==> config.mk <==
export PLATFORM = sky130hd
export DESIGN_NAME = svm_alu
export DESIGN_NICKNAME = d
export VERILOG_FILES = /design/src/design/stack_vm_instruction_executor_assert.svh /design/src/design/svm_pkg.sv /design/src/design/svm_alu.sv
export SDC_FILE = /design/constraint.sdc
export NUM_CORES = 1
export LEC_CHECK = 0
export ABC_AREA = 1
export BUFFER_PORTS_ARGS = -buffer_cell sky130_fd_sc_hd__buf_2
export CAP_MARGIN = 40
export CORE_AREA = 2 2 124 126
export CTS_CLUSTER_SIZE = 12
export DETAILED_ROUTE_END_ITERATION = 16
export DIE_AREA = 0 0 126 128
export PLACE_DENSITY = 0.83
export RECOVER_POWER = 50
export SYNTH_ARGS = -nofsm -noshare
export SYNTH_HDL_FRONTEND = slang
export SYNTH_SLANG_ARGS = --single-unit
==> constraint.sdc <==
create_clock -name clock -period 7.36 [get_ports clock]
set_input_delay 0.368 -clock clock [delete_from_list [all_inputs] [get_ports clock]]
set_output_delay 0.368 -clock clock [all_outputs]
set_load 0.02 [all_outputs]
==> src/design/stack_vm_instruction_executor_assert.svh <==
// Assertion macros shared by the stack machine executor RTL.
// Depends on nothing; each user supplies the clock name, and for SVM_ASSERT the reset name, in the macro call.
`ifndef STACK_VM_INSTRUCTION_EXECUTOR_ASSERT_SVH
`define STACK_VM_INSTRUCTION_EXECUTOR_ASSERT_SVH

// Checked at every clock edge outside reset.
`define SVM_ASSERT(lbl, clk, rst, prop, msg) \
   lbl: assert property (@(posedge clk) disable iff (rst) prop) else $error(msg);

// Checked at every clock edge, reset included.
`define SVM_ASSERT_ALWAYS(lbl, clk, prop, msg) \
   lbl: assert property (@(posedge clk) prop) else $error(msg);

`endif

==> src/design/svm_pkg.sv <==
// Package for the stack machine executor: opcodes, status codes and control structs.
// Depends on nothing.
`default_nettype none
package svm_pkg;

   localparam int NUM_REGS = 8;
   localparam logic [15:0] OPCODE_COUNT = 16'd22;

   localparam logic [2:0] ST_OK      = 3'd0;
   localparam logic [2:0] ST_HALT    = 3'd1;
   localparam logic [2:0] ST_PAST    = 3'd2;
   localparam logic [2:0] ST_DATA    = 3'd3;
   localparam logic [2:0] ST_STACK   = 3'd4;
   localparam logic [2:0] ST_MOD0    = 3'd5;
   localparam logic [2:0] ST_BADADDR = 3'd6;

   localparam logic [4:0] OP_HALT = 5'd0;
   localparam logic [4:0] OP_SET  = 5'd1;
   localparam logic [4:0] OP_PUSH = 5'd2;
   localparam logic [4:0] OP_POP  = 5'd3;
   localparam logic [4:0] OP_EQ   = 5'd4;
   localparam logic [4:0] OP_GT   = 5'd5;
   localparam logic [4:0] OP_JMP  = 5'd6;
   localparam logic [4:0] OP_JT   = 5'd7;
   localparam logic [4:0] OP_JF   = 5'd8;
   localparam logic [4:0] OP_ADD  = 5'd9;
   localparam logic [4:0] OP_MULT = 5'd10;
   localparam logic [4:0] OP_MOD  = 5'd11;
   localparam logic [4:0] OP_AND  = 5'd12;
   localparam logic [4:0] OP_OR   = 5'd13;
   localparam logic [4:0] OP_NOT  = 5'd14;
   localparam logic [4:0] OP_RMEM = 5'd15;
   localparam logic [4:0] OP_WMEM = 5'd16;
   localparam logic [4:0] OP_CALL = 5'd17;
   localparam logic [4:0] OP_RET  = 5'd18;
   localparam logic [4:0] OP_OUT  = 5'd19;
   localparam logic [4:0] OP_IN   = 5'd20;
   localparam logic [4:0] OP_NOP  = 5'd21;

   typedef struct packed {
      logic       start;
      logic [4:0] op;
   } alu_req_type;

   typedef struct packed {
      logic busy;
      logic zero_div;
   } alu_stat_type;

   // Number of operand words that follow each opcode.
   function automatic logic [1:0] opnd_count(input logic [4:0] op);
      logic [1:0] n;
      unique case (op)
         OP_HALT, OP_RET, OP_NOP: n = 2'd0;
         OP_PUSH, OP_POP, OP_JMP, OP_CALL, OP_OUT, OP_IN: n = 2'd1;
         OP_SET, OP_JT, OP_JF, OP_NOT, OP_RMEM, OP_WMEM: n = 2'd2;
         default: n = 2'd3;
      endcase
      return n;
   endfunction

   // True when the first operand names the destination register.
   function automatic logic has_dst(input logic [4:0] op);
      logic d;
      unique case (op)
         OP_SET, OP_POP, OP_EQ, OP_GT, OP_ADD, OP_MULT, OP_MOD, OP_AND,
         OP_OR, OP_NOT, OP_RMEM, OP_IN: d = 1'b1;
         default: d = 1'b0;
      endcase
      return d;
   endfunction

endpackage
`default_nettype wire

==> src/design/svm_alu.sv <==
// Shared arithmetic unit: combinational compare, add, multiply and logic, iterative remainder.
// Depends on svm_pkg.
`default_nettype none
module svm_alu (
   input  logic                 clock,
   input  logic                 reset,
   input  svm_pkg::alu_req_type alu_req,
   input  logic [15:0]          opa,
   input  logic [15:0]          opb,
   output logic [15:0]          result,
   output svm_pkg::alu_stat_type alu_stat
);
   import svm_pkg::*;

   logic        busy_ff, busy_in;
   logic [4:0]  cnt_ff, cnt_in;
   logic [15:0] rem_ff, rem_in;
   logic [15:0] dvd_ff, dvd_in;
   logic [15:0] dvs_ff, dvs_in;
   logic [16:0] trial;
   logic [16:0] sum;
   logic [31:0] prod;

   // Restoring remainder, one dividend bit per cycle.
   always_comb begin
      trial  = {rem_ff, dvd_ff[15]};
      busy_in = busy_ff;
      cnt_in  = cnt_ff;
      rem_in  = rem_ff;
      dvd_in  = dvd_ff;
      dvs_in  = dvs_ff;
      if (alu_req.start && alu_req.op == OP_MOD) begin
         busy_in = 1'b1;
         cnt_in  = 5'd16;
         rem_in  = '0;
         dvd_in  = opa;
         dvs_in  = opb;
      end else if (busy_ff) begin
         if (trial >= {1'b0, dvs_ff}) begin
            rem_in = 16'(trial - {1'b0, dvs_ff});
         end else begin
            rem_in = trial[15:0];
         end
         dvd_in = {dvd_ff[14:0], 1'b0};
         cnt_in = cnt_ff - 5'd1;
         if (cnt_ff == 5'd1) begin
            busy_in = 1'b0;
         end
      end
   end

   always_ff @(posedge clock) begin
      if (reset) begin
         busy_ff <= 1'b0;
         cnt_ff  <= '0;
      end else begin
         busy_ff <= busy_in;
         cnt_ff  <= cnt_in;
      end
      rem_ff <= rem_in;
      dvd_ff <= dvd_in;
      dvs_ff <= dvs_in;
   end

   always_comb begin
      sum  = {1'b0, opa} + {1'b0, opb};
      prod = opa * opb;
      unique case (alu_req.op)
         OP_EQ:   result = {15'b0, opa == opb};
         OP_GT:   result = {15'b0, opa > opb};
         OP_ADD:  result = {1'b0, sum[14:0]};
         OP_MULT: result = {1'b0, prod[14:0]};
         OP_MOD:  result = {1'b0, rem_ff[14:0]};
         OP_AND:  result = opa & opb;
         OP_OR:   result = opa | opb;
         OP_NOT:  result = {1'b0, ~opa[14:0]};
         default: result = '0;
      endcase
   end

   assign alu_stat.busy     = busy_ff;
   assign alu_stat.zero_div = (opb == 16'd0);
endmodule
`default_nettype wire

# --- Word-level counts from Yosys, hierarchy flattened ---
# Index checks and enable logic that the tools add are counted.
classes:
  n_addsub: 3
  mul: 1
  n_div: 0
  magnitude_cmp: 2
  n_eq_ne: 10
  n_shift: 0
  muxes: 9
  n_bitwise: 3
  n_reduce_logical: 4
ops:
  columns: ["op", "n"]
  rows:
  - ["case mux 16 bit (8 select lines)", 1]
  - ["2-to-1 mux 16 bit", 3]
  - ["equality test 5 x 4 -> 1 bit, second input constant", 6]
  - ["greater-or-equal comparator 17 x 16 -> 1 bit", 1]
  - ["AND 16 bit", 1]
  - ["equality test 16 bit", 1]
  - ["greater-than comparator 16 bit", 1]
  - ["zero test 16 bit", 1]
  - ["multiplier 16 x 16 -> 15 bit", 1]
  - ["OR 16 bit", 1]
  - ["subtractor 16 bit", 1]
  - ["adder 15 bit", 1]
  - ["inverter 15 bit", 1]
  - ["equality test 5 x 3 -> 1 bit, second input constant", 2]
  - ["2-to-1 mux 5 bit", 2]
  - ["equality test 5 x 1 -> 1 bit, second input constant", 1]
  - ["subtractor 5 x 1 -> 5 bit, second input constant", 1]
  - ["2-to-1 mux 1 bit", 3]
  - ["nonzero test 2 bit", 1]
  - ["OR reduction 2 bit", 1]
  - ["logical AND 1 bit", 1]
word_totals:
  regBits: 54
  latchBits: 0
  ram_bits: 0
  rom_bits: 0
  in_bits: 40
  memories: 0

# --- Depth between registers and ports, before layout ---
logic_depth:
  ltp_word: 4
  mapped_depth: 30
  ltp_nobuf: 29

# --- Worst setup path before layout ---
# OpenSTA, ideal clock, no wires.
synth_timing:
  path_kind: "input to output"
  from: "in opb[0]"
  to: "out result[13]"
  t_arrival_ns: 5.219
  t_required_ns: 6.992
  setup_slack_ns: 1.773
  path_stages: 27
  n_path_buf: 2
  path_cell_list: "clkbuf_1 > clkbuf_1 > nand2_1 > inv_1 > fa_1 > inv_1 > fa_1 > inv_1 > fa_1 > inv_1 > fa_1 > inv_1 > fa_1 > inv_1 > fa_1 > inv_1 > ha_1 > nand2_1 > inv_1 > nand4_1 > o211ai_1 > nand2_1 > nand2_1 > a21oi_1 > nand2_1 > nand3_1 > nand3_1"
synth_between:
  elab_chain_len: 2
  word_cells_on_any_way: 3
  classes_between: "add/sub (1); mul (1); mux (1)"
synth_rtl:
  columns: ["element", "line", "text"]
  rows:
  - ["start, declared", "svm_alu.sv:9", "input logic [15:0] opb,"]
  - ["multiplier 16 x 16 -> 15 bit or adder 15 bit (tied branches)", "svm_alu.sv:67, svm_alu.sv:66", null]
  - ["case mux 16 bit (8 select lines) (*)", "svm_alu.sv:68", "unique case (alu_req.op)"]
  - ["end, declared", "svm_alu.sv:10", "output logic [15:0] result,"]
# Every way passes the cells marked *; elsewhere a longest branch is shown, timed or not.

# --- Worst setup path after layout ---
layout_timing:
  from: "in opb[4]"
  to: "out result[12]"
# Same word-level chain as after synthesis.

==> flow_summary_export.csv <==
group,metric,value,unit
worst_setup_path,r2r_cells,14,
sta,hold_viol_final,0,
floorplanning,start_util,0.586,
power,p_seq_frac,0.170,
placement,place_ws,1.15,ns
global_route,grt_pass1_wl,40300,um
sta,worst_pin_slew,1.14,ns
clock_tree,clk_pin_slew,0.08,ns
synth,syn_inst,1251,
synth,synth_adder_area_share,0.317,
worst_setup_path,r2r_start,"dvd_ff[15]$_DFFE_PP_",
detailed_routing,wl_per_cell,16.9,um
clock_tree,cts.sinks,54,
synth,syn-num-nets,1470,
global_route,track_usage,0.314,
synth,synth.distinct_cells,51,
placement,place_congestion,0.982,
global_route,grt_max_degree,35,
power,power_frac_comb,0.706,
synth,yosysSeqAreaShare,0.161,
sta,relSlewSlack,0.237,
power,ir_drop,0.187,mV
floorplanning,die-width,126,um
finish,antenna_cells,0,
synth,synth_ff_type,"edfxtp_1",
synth,synth_edf_count,32,
clock_tree,cts_hold_buf,0,
worst_setup_path,cp-start-kind,"input port",
clock_tree,cts_tree,"yes",
run,max-cap-violations,0,
finish,drive_gt1_frac,0.0498,
detailed_routing,drtAntennaViolNets,0,
floorplanning,dieArea,16100,um2
detailed_routing,dr.pass1.iters,6,
synth,synth_top_family_by_area,"adder cells",
clock_tree,post_cts_resized,0,
sta,skew,0.0139,ns
worst_setup_path,crit_arrival,6.05,ns
sta,rsz0062_at_grt,"false",
synth,synth-compound-area-share,0.117,
synth,yosysWarnings,0,
clock_tree,cts_buffer_depth,2,
sta,drv_slew,0,
global_route,grt_pass1_vias,8050,
detailed_routing,drt-total-wl,24900,um
clock_tree,numCtsBuffers,5,
power,switching_share,0.513,
clock_tree,worstSkewPairLatency,0.30,ns
power,p_sw,1.10,mW
finish,num-nets-final,1503,
sta,finalSetupTns,0,ns
sta,fmax,0.156,GHz
min_path,min_from,"reset",
min_path,hold_path_class,"input port to register",
synth,synth.area.mux_share,0,
floorplanning,rows,45,
power,p_clk_frac,0.124,
synth,synth-simple-area-share,0.231,
run_status,outcome,"finished clean",
floorplanning,core_area,14900,um2
placement,hpwl,19900,um
power,power.internal,1.04,mW
sta,finalWorstSetupSlack,0.946,ns
detailed_routing,drc,0,
placement,numPortBuffers,57,
worst_setup_path,rr_endpoint,"rem_ff[12]$_SDFFE_PP0P_",
sta,finalCritPeriodShare,0.871,
sta,period_needed,6.41,ns
clock_tree,cts_root_buf,"clkbuf_16",
worst_setup_path,crit_required,6.99,ns
clock_tree,cts_post_setup_buffers_inserted,0,
synth,ys_seq_elements,54,
worst_setup_path,critical_path_class,"input port to output pin",
worst_setup_path,reg2reg_slack,4.91,ns
min_path,min_to,"cnt_ff[4]$_SDFFE_PP0P_",
finish,fillers,1406,
power,finalPower,2.14,mW
detailed_routing,vias_per_cell,5.61,
clock_tree,h-tree-depth,2,
finish,area_growth,6.28,%
synth,synthesis.area,8710,um2
global_route,antenna_found_initial,0,
sta,setup_viol,0,
detailed_routing,vias,8260,
sta,holdWs,0.245,ns
synth,syn_area_per_cell,6.96,um2
synth,synthArstFlopShare,0,
floorplanning,io_pins,58,
synth,synth_xor_xnor_area_share,0.0191,
detailed_routing,dr.first_iter.drc_count,635,
floorplanning,die_h,128,um
min_path,min_path_cells,2,
power,p_per_area,231,nW/um2
worst_setup_path,cp_max_fo,14,
worst_setup_path,endpoint_kind,"output pin",
global_route,globalRouteOverflowTotal,0,
power,p_leak,5.32,nW
[worst max-delay path: stages]
cell      delay [ns]
clkbuf_1        0.55
ha_1            0.30
inv_1           0.07
xor2_1          0.16
ha_1            0.18
a31o_2          0.21
inv_1           0.08
fa_1            0.41
inv_1           0.08
fa_1            0.43
ha_1            0.34
fa_1            0.53
inv_1           0.06
fa_1            0.56
inv_1           0.06
ha_1            0.35
nand2_1         0.08
o21ai_0         0.24
a21o_1          0.14
nand2_1         0.07
nand2_1         0.06
a21oi_1         0.07
or2_2           0.28
nand3_1         0.10
nand3_1         0.09
buf_2           0.17
[stage by stage]
step                instance area (um2)  utilization  instances
floorplan                          8710            -       1251
global placement                   9070        0.611       1461
detailed placement                 9120        0.614       1465
CTS                                9290        0.625       1473
global route                       9260        0.623       1473
finish                             9260        0.623       1473
[Yosys cell counts (16+ instances only)]
master | count | area (um2)
clkbuf_1 | 25 | 93.8
dfxtp_1 | 22 | 440
nand3_1 | 64 | 320
ha_1 | 110 | 1380
fa_1 | 69 | 1380
o21ai_0 | 39 | 195
a21oi_1 | 49 | 245
nor3_1 | 16 | 80.1
nor2_1 | 53 | 199
edfxtp_1 | 32 | 961
nand2_1 | 319 | 1200
inv_1 | 315 | 1180
[area by class of cell]
| type | count | area, um2 | share of cell area |
|---|---|---|---|
| well taps | 188 | 235 | 0.0254 |
| multi-input cells | 844 | 5950 | 0.643 |
| flip-flops and latches | 54 | 1400 | 0.151 |
| inverters | 316 | 1190 | 0.128 |
| repair buffers | 63 | 318 | 0.0343 |
| clock inverters | 2 | 17.5 | 0.00189 |
| clock buffers | 6 | 150 | 0.0162 |
[cell families after synthesis]
logic type | count (synthesis)
adder cells (fa/ha/maj) | 179
buffers and inverters | 353
AND/OR/NAND/NOR | 484
XOR/XNOR | 19
flip-flops | 54
AO/OA/AOI/OAI | 162
[registers in the layout, summed over array words and instances (netlist names)]
| register | flops |
|---|---|
| dvd_ff | 16 |
| dvs_ff | 16 |
| cnt_ff | 5 |
| rem_ff | 16 |
| busy_ff | 1 |
[power groups by stage]
stage / logic, mW / registers, mW / clock network, mW
floorplan: 1.14 / 0.357 / 0
global placement: 1.44 / 0.368 / 0
detailed placement: 1.49 / 0.368 / 0
CTS: 1.50 / 0.361 / 0.264
global route: 1.72 / 0.365 / 0.276
finish: 1.51 / 0.363 / 0.265
[metal layers]
layer	routed length (um)	track usage	part of all wire
met1	10200	0.415	0.41
met2	12300	0.551	0.49
met3	1660	0.0255	0.067
met4	753	0.0976	0.030
met5	0	0	0
[worst max-delay path by stage]
stage | startpoint | to | slack [ns] | cells after the start
5_1_grt | opb[4] | result[12] | 0.59 | 26
2_1_floorplan | opb[0] | result[13] | 1.77 | 27
4_1_cts | opa[5] | result[13] | 1.15 | 25
3_5_place_dp | opa[5] | result[13] | 1.15 | 25
3_3_place_gp | opa[5] | result[13] | 1.26 | 25
6_report | opb[4] | result[12] | 0.95 | 26
[placed cells by master, fill, tap and decap left out, types with 4 or more instances in the layout]
cell type  synthesis  layout
xnor2_1            7       7
clkbuf_1          25      22
buf_2              7      35
ha_1             110     110
nor3_1            16      16
o21ai_0           39      39
inv_1            315     315
xor2_1            12      12
fa_1              69      69
o21bai_1           7       7
a221oi_1          13      13
o221ai_1           4       4
a21oi_1           49      49
o211ai_1          12      12
dfxtp_1           22      22
nor4_1             4       4
nand4_1           10      10
nand3_1           64      64
nor2_1            53      53
o22ai_1           13      13
nand2_1          319     320
or2_2              5       5
clkbuf_16          0       6
edfxtp_1          32      32
Power figures use the tool's default switching activity.
